## config.mk

```make
export PLATFORM = sky130hd
export DESIGN_NAME = text_line_justifier_top
export DESIGN_NICKNAME = d
export VERILOG_FILES = /design/src/design/tlj_pkg.sv /design/src/design/text_line_justifier_top.sv /design/src/design/tlj_divider.sv
export SDC_FILE = /design/constraint.sdc
export NUM_CORES = 1
export LEC_CHECK = 0
export ABC_AREA = 1
export BUFFER_PORTS_ARGS = -buffer_cell sky130_fd_sc_hd__buf_2
export CAP_MARGIN = 10
export CELL_PAD_IN_SITES_DETAIL_PLACEMENT = 1
export CELL_PAD_IN_SITES_GLOBAL_PLACEMENT = 1
export CORE_MARGIN = 1
export CORE_UTILIZATION = 57
export CTS_BUF_LIST = sky130_fd_sc_hd__clkbuf_4
export DETAILED_ROUTE_END_ITERATION = 8
export PLACE_DENSITY_LB_ADDON = 0.1
export RECOVER_POWER = 100
export SLEW_MARGIN = 40
export SYNTH_ARGS = -nofsm -noshare
export SYNTH_HDL_FRONTEND = slang
export SYNTH_SLANG_ARGS = --single-unit
```

## constraint.sdc

```tcl
create_clock -name clk -period 8.6 [get_ports clk]
set_clock_uncertainty 0.15 [all_clocks]
set_input_delay 0.86 -clock clk [delete_from_list [all_inputs] [get_ports clk]]
set_output_delay 0.86 -clock clk [all_outputs]
set_load 0.02 [all_outputs]
```

## src/design/tlj_pkg.sv

```systemverilog
package tlj_pkg;

  localparam logic [7:0] SPACE_CHAR = 8'd32;

  // Register byte addresses.
  localparam logic [1:0] REG_MAX_WIDTH = 2'd0;

  typedef struct packed {
    logic [7:0] ch;
    logic       word_end;
    logic       text_end;
  } in_item_t;

  typedef struct packed {
    logic [7:0] out_char;
    logic       line_end;
    logic       text_done;
  } out_item_t;

endpackage

```

## src/design/text_line_justifier_top.sv

```systemverilog
// A character that does not end a word is taken in S_IDLE; a word end also has its
// stored letters copied into the line buffer in S_COPY, after the line is emitted if needed.
// Emitting a line starts with setup (S_PREP, the gap divider in S_DIV, first word load in
// S_WORD), then letters, spaces and word boundaries; no request is taken meanwhile.
// Reset (synchronous, active high) clears counters, state and sets max_width to 32;
// the memories keep their contents and are only read where written.
module text_line_justifier_top #(
  parameter int MAX_WIDTH = 32,
  parameter int MAX_WORDS = 16
) (
  input  logic                clk,
  input  logic                rst,
  input  logic                in_valid,
  output logic                in_ready,
  input  tlj_pkg::in_item_t   in_data,
  output logic                out_valid,
  input  logic                out_ready,
  output tlj_pkg::out_item_t  out_data,
  input  logic                psel,
  input  logic                penable,
  input  logic                pwrite,
  input  logic [1:0]          paddr,
  input  logic [31:0]         pwdata,
  output logic [31:0]         prdata,
  output logic                pready
);

  localparam int PW = $clog2(MAX_WIDTH);
  localparam int LW = $clog2(MAX_WIDTH + 1);
  localparam int WW = (MAX_WORDS > 1) ? $clog2(MAX_WORDS) : 1;
  localparam int CW = $clog2(MAX_WORDS + 1);

  typedef enum logic [6:0] {
    S_IDLE  = 7'b0000001,
    S_COPY  = 7'b0000010,
    S_PREP  = 7'b0000100,
    S_DIV   = 7'b0001000,
    S_WORD  = 7'b0010000,
    S_EMIT  = 7'b0100000,
    S_AFTER = 7'b1000000
  } state_t;

  state_t state;

  logic [5:0] max_width;
  logic [LW-1:0] w_eff;
  always_comb begin
    if (max_width == 6'd0) w_eff = LW'(1);
    else if (32'(max_width) > MAX_WIDTH) w_eff = LW'(MAX_WIDTH);
    else w_eff = LW'(max_width);
  end

  assign pready = 1'b1;
  assign prdata = (paddr == tlj_pkg::REG_MAX_WIDTH) ? {26'd0, max_width} : 32'd0;

  logic [7:0]    line_mem [MAX_WIDTH];
  logic [7:0]    word_mem [MAX_WIDTH];
  logic [LW-1:0] wlen_mem [MAX_WORDS];

  logic [LW-1:0] line_letters, word_length, copy_idx, copy_len;
  logic [CW-1:0] line_words;
  logic          pend_final, pend_text, left_mode;
  logic [5:0]    gap_div, gap_mod;
  logic [CW-1:0] word_idx;
  logic [LW-1:0] letters_left, gap_left, cnt, pos;
  logic          in_gap, word_loaded;

  logic [7:0]    line_rd, word_rd;
  logic [LW-1:0] wlen_rd;

  logic          div_start, div_busy;
  logic [5:0]    div_q, div_r;

  tlj_divider u_div (
    .clk, .rst, .start(div_start),
    .dividend(6'(w_eff - line_letters)),
    .divisor(5'(line_words - CW'(1))),
    .busy(div_busy), .quotient(div_q), .remainder(div_r)
  );

  logic          out_free;
  assign out_free = !out_valid || out_ready;
  assign in_ready = (state == S_IDLE);

  logic in_acc;
  assign in_acc = in_valid && in_ready;

  logic [LW-1:0] wl;
  assign wl = (word_length > w_eff) ? w_eff : word_length;

  logic [LW-1:0] eff_len;
  logic          ends;
  logic [LW-1:0] new_len;
  assign ends = in_data.word_end || in_data.text_end;
  assign new_len = (word_length < w_eff) ? word_length + LW'(1) : word_length;
  assign eff_len = (new_len > w_eff) ? w_eff : new_len;

  logic need_flush;
  assign need_flush = (line_words != '0) &&
      ((32'(line_words) + 32'(line_letters) + 32'(eff_len) > 32'(w_eff)) ||
       (32'(line_words) >= MAX_WORDS));

  logic          emit_chr;
  logic [7:0]    emit_val;
  logic          last_chr;
  logic          word_done;
  assign word_done = (word_idx >= line_words) || (32'(word_idx) >= MAX_WORDS);

  always_comb begin
    emit_chr = 1'b0;
    emit_val = tlj_pkg::SPACE_CHAR;
    if (state == S_EMIT && out_free && word_loaded) begin
      emit_chr = 1'b1;
      if (in_gap || word_done || letters_left == '0) emit_val = tlj_pkg::SPACE_CHAR;
      else emit_val = line_rd;
    end
  end
  assign last_chr = (cnt == w_eff - LW'(1));

  always_ff @(posedge clk) begin
    line_rd <= line_mem[pos[PW-1:0]];
    word_rd <= word_mem[copy_idx[PW-1:0]];
    wlen_rd <= wlen_mem[word_idx[WW-1:0]];
  end

  always_ff @(posedge clk) begin
    div_start <= 1'b0;
    if (rst) begin
      state        <= S_IDLE;
      max_width    <= 6'd32;
      line_letters <= '0;
      line_words   <= '0;
      word_length  <= '0;
      out_valid    <= 1'b0;
      word_loaded  <= 1'b0;
    end else begin
      if (psel && penable && pwrite && paddr == tlj_pkg::REG_MAX_WIDTH) begin
        max_width <= pwdata[5:0];
      end
      if (out_valid && out_ready) out_valid <= 1'b0;
      unique case (state)
        S_IDLE: begin
          if (in_acc) begin
            if (word_length < w_eff) begin
              word_mem[word_length[PW-1:0]] <= in_data.ch;
              word_length <= word_length + LW'(1);
            end
            if (ends) begin
              copy_len   <= eff_len;
              pend_text  <= in_data.text_end;
              copy_idx   <= '0;
              if (need_flush) begin
                pend_final <= 1'b0;
                state      <= S_PREP;
              end else begin
                state      <= S_COPY;
              end
            end
          end
        end
        S_COPY: begin
          // One letter per cycle; word_rd is registered, so it holds the letter at the previous copy_idx.
          if (copy_idx != '0 && 32'(line_letters) < MAX_WIDTH) begin
            line_mem[line_letters[PW-1:0]] <= word_rd;
            line_letters <= line_letters + LW'(1);
          end
          if (copy_idx == copy_len) begin
            if (32'(line_words) < MAX_WORDS) begin
              wlen_mem[line_words[WW-1:0]] <= copy_len;
              line_words <= line_words + CW'(1);
            end
            word_length <= '0;
            if (pend_text) begin
              pend_final <= 1'b1;
              pend_text  <= 1'b0;
              state      <= S_PREP;
            end else begin
              state <= S_IDLE;
            end
          end else begin
            copy_idx <= copy_idx + LW'(1);
          end
        end
        S_PREP: begin
          left_mode <= pend_final || line_words <= CW'(1) ||
                       (32'(line_letters) + 32'(line_words) - 1 > 32'(w_eff));
          div_start <= 1'b1;
          word_idx  <= '0;
          pos       <= '0;
          cnt       <= '0;
          state     <= S_DIV;
        end
        S_DIV: begin
          if (!div_start && !div_busy) begin
            gap_div     <= div_q;
            gap_mod     <= div_r;
            word_loaded <= 1'b0;
            state       <= S_WORD;
          end
        end
        S_WORD: begin
          // wlen_rd now holds the length of word word_idx.
          letters_left <= word_done ? '0 : wlen_rd;
          if (word_idx == '0 || word_done) begin
            in_gap   <= 1'b0;
            gap_left <= '0;
          end else begin
            in_gap   <= 1'b1;
            gap_left <= left_mode ? LW'(1) :
                        LW'(gap_div) + ((6'(word_idx) <= gap_mod) ? LW'(1) : LW'(0));
          end
          word_loaded <= 1'b1;
          state <= S_EMIT;
        end
        S_EMIT: begin
          if (in_gap && gap_left == '0) begin
            in_gap <= 1'b0;
          end else if (!in_gap && !word_done && letters_left == '0) begin
            word_idx    <= word_idx + CW'(1);
            word_loaded <= 1'b0;
            state       <= S_AFTER;
          end else if (emit_chr) begin
            out_valid          <= 1'b1;
            out_data.out_char  <= emit_val;
            out_data.line_end  <= last_chr;
            out_data.text_done <= last_chr && pend_final;
            cnt <= cnt + LW'(1);
            if (in_gap) gap_left <= gap_left - LW'(1);
            else if (!word_done) begin
              letters_left <= letters_left - LW'(1);
              pos          <= pos + LW'(1);
              // After the last letter the next word's length is fetched while waiting.
              if (letters_left == LW'(1)) word_idx <= word_idx + CW'(1);
              word_loaded  <= 1'b0;
              state        <= S_AFTER;
            end
            if (last_chr) begin
              line_letters <= '0;
              line_words   <= '0;
              state        <= pend_final ? S_IDLE : S_COPY;
              pend_final   <= 1'b0;
              copy_idx     <= '0;
            end
          end
        end
        S_AFTER: begin
          // Wait for the registered reads to follow the new read address.
          if (letters_left == '0 && !word_done && !in_gap) begin
            state <= S_WORD;
          end else begin
            word_loaded <= 1'b1;
            state       <= S_EMIT;
          end
        end
        default: state <= S_IDLE;
      endcase
    end
  end

endmodule

```

## src/design/tlj_divider.sv

```systemverilog
// Restoring divider, one quotient bit per cycle.
module tlj_divider (
  input  logic       clk,
  input  logic       rst,
  input  logic       start,
  input  logic [5:0] dividend,
  input  logic [4:0] divisor,
  output logic       busy,
  output logic [5:0] quotient,
  output logic [5:0] remainder
);

  logic [2:0] bit_cnt;
  logic [6:0] trial;

  assign trial = {remainder, quotient[5]} - {2'b00, divisor};

  always_ff @(posedge clk) begin
    if (rst) begin
      busy    <= 1'b0;
      bit_cnt <= '0;
    end else if (start) begin
      busy    <= 1'b1;
      bit_cnt <= 3'd0;
    end else if (busy) begin
      if (bit_cnt == 3'd5) begin
        busy <= 1'b0;
      end
      bit_cnt <= bit_cnt + 3'd1;
    end
  end

  always_ff @(posedge clk) begin
    if (start) begin
      quotient  <= dividend;
      remainder <= '0;
    end else if (busy) begin
      if (!trial[6]) begin
        remainder <= trial[5:0];
        quotient  <= {quotient[4:0], 1'b1};
      end else begin
        remainder <= {remainder[4:0], quotient[5]};
        quotient  <= {quotient[4:0], 1'b0};
      end
    end
  end

endmodule

```

==> results.sh <==
export IMPL_syn2layout_area_growth_pct=9.42
export IMPL_ys_flop_type="edfxtp_1"
export IMPL_drt_wl_total_um=92000
export IMPL_yosysSeqAreaShare_pct=67.2
export IMPL_syn_avg_cell_area_um2=11.5
export IMPL_wire_per_inst_um=23.9
export IMPL_ys_ff_latch=745
export IMPL_crit_path_start_kind="register"
export IMPL_slowest_delay_ps=630
export IMPL_synth_area_top_cells="edfxtp_1 (63%), nor2_1 (5.8%), o21ai_0 (5.6%)"
export IMPL_drcViolationCount=0
export IMPL_die_w_um=240
export IMPL_vias_per_cell=6.00
export IMPL_leakage_nw=12.6
export IMPL_antenna_found_initial=5
export IMPL_yosysMostFrequentCell="edfxtp_1"
export IMPL_ctsHoldBuffers=6
export IMPL_core_area_um2=55500
export IMPL_synth_edf_count=680
export IMPL_htreeDepth=4
export IMPL_dieArea_um2=57600
export IMPL_nets=3078
export IMPL_end_kind="register"
export IMPL_finalCritPeriodShare_pct=82.6
export IMPL_synthDistinctLibCells=59
export IMPL_vias=23100
export IMPL_clk_pin_slew_ps=70
export IMPL_fin_ws_ps=1500
export IMPL_grt_max_degree=91
export IMPL_synth_warnings=0
export IMPL_num_rows=86
export IMPL_drtIter0Drc=1543
export IMPL_drive_gt1_share_pct=11.7
export IMPL_cp_arrival_ps=7770
export IMPL_netlist_instances=2809
export IMPL_cts_buffers=188
export IMPL_first_pass_iters=5
export IMPL_hold_viol_final=0
export IMPL_holdWs_ps=126
export IMPL_grt_usage_pct=32.5
export IMPL_post_route_util_pct=63.7
export IMPL_dp_hpwl_um=59800
export IMPL_worstSkewPairLatency_ps=1060
export IMPL_place_ws_ps=1710
export IMPL_yosysTopAreaCell="edfxtp_1"
export IMPL_max_clock_freq_mhz=141
export IMPL_final_setup_tns_ps=0
export IMPL_crit_path_max_fanout=10
export IMPL_slowest_stage="dfxtp_1"
export IMPL_netlist_area_um2=32300
export IMPL_yosys_top_cells_count="edfxtp_1 (680), nor2_1 (499), o21ai_0 (361)"
export IMPL_setup_violations=0
export IMPL_grt_pass1_vias=24500
export IMPL_start_util_pct=58.2
export IMPL_maxSlewViolCount=546
export IMPL_cts_tree="built"
export IMPL_die_y_um=240
export IMPL_violations="max-capacitance violations, max-slew violations"
export IMPL_drv_cap=15
export IMPL_worstSetupPathType="register to register"
export IMPL_rsz0062_at_grt="false"
export IMPL_relSlewSlack_pct=-102
export IMPL_ioPinCount=96
export IMPL_cts_setup_buffers=0
export IMPL_cts_resized=0
export IMPL_place_gp_congestion=0.873
export IMPL_grt_overflow=0
export IMPL_min_path_type="input pin to register"
export IMPL_root_buffer="clkbuf_4"
export IMPL_grt_pass1_wl_um=140000
export IMPL_cts_sinks=745
export IMPL_ant_nets=0
export IMPL_period_needed_ps=7100
export IMPL_tightestPinTransition_ps=3030
export IMPL_synthArstFlopShare_pct=0
export IMPL_vdd_ir_drop_max_mv=0.202
export IMPL_status="finished with violations"
export IMPL_powerDensity_nw_per_um2=242
export IMPL_cp_data_required_time_ps=9260
export IMPL_numPortBuffers=42
export IMPL_cts_buffer_depth=3
export IMPL_synth_top_cell_area_share_pct=63.2
==> final timing paths <==
check	from	end	slack, ps	cells after the start
max reg2reg	max_width[5]	pend_final	1500	38
max	max_width[5]	pend_final	1500	38
min reg2reg	u_div.quotient[2]	gap_div[2]	310	0
min	in_valid	state[0]	130	4
==> sequential cells by signal (all words and copies together), names as in the netlist, 7 cells and up <==
signal	cells
word_rd	8
line_mem	256
wlen_mem	96
word_mem	256
line_rd	8
state	7
out_data	10
==> per-layer routing <==
layer / share of wire (%) / up-vias / global-route usage [%]
li1: - / 10400 / -
met3: 5.5 / 229 / 6.35
met4: 4.1 / 0 / 16.6
met1: 38 / 11600 / 38.0
met2: 52 / 777 / 56.9
met5: 0 / - / 0
==> critical path, delay by kind of cell (launching register included) <==
family                   cells  cell delay, ps
AND/OR/NAND/NOR             16            2360
AO/OA/AOI/OAI               10            1380
adder cells (fa/ha/maj)      4            1190
buffers and inverters        6             800
flip-flops                   1             630
XOR/XNOR                     2             350
==> power breakdown <==
group | switching (mW) | leakage (nW) | internal [mW] | total, mW
registers | 0.221 | 6.74 | 4.23 | 4.45
clock network | 1.46 | 1.41 | 1.54 | 3.00
logic | 0.785 | 4.44 | 0.307 | 1.09
total | 2.47 | 12.6 | 6.07 | 8.54
==> cell type report <==
class	instances	area, um^2
sequential	745	21700
fill	5887	20200
multi-input combinational	1746	9200
clock buffer	278	2090
tap	748	936
inverter	189	711
timing repair buffer	72	377
clock inverter	56	284
antenna	12	30.0
==> layout by cell type, fill, tap and decap left out, drive strengths merged, types with 28 or more instances in the layout <==
cell	count
dfxtp	65
inv	184
nand3	91
nor2	504
clkinv	56
nand2	259
clkbuf	316
edfxtp	680
buf	28
a21oi	74
o22ai	130
o21ai	365
ha	81
==> kinds of logic after synthesis <==
kind of cell	share of synthesized area [%]
fa+ha+maj	3.39
buf+inv	4.33
simple gates	12.2
other cells	0.0232
compound gates	11.7
xor+xnor	1.03
flops	67.2
==> through the flow <==
stage	area, um^2	instances	total power, mW
4_1_cts	35500	3834	8.57
5_1_grt	35300	3840	8.86
3_3_place_gp	33000	3494	5.52
2_1_floorplan	32400	2834	5.10
6_report	35300	3846	8.54
3_5_place_dp	33100	3494	5.59
Note: power is estimated with default switching activity, not from simulation.
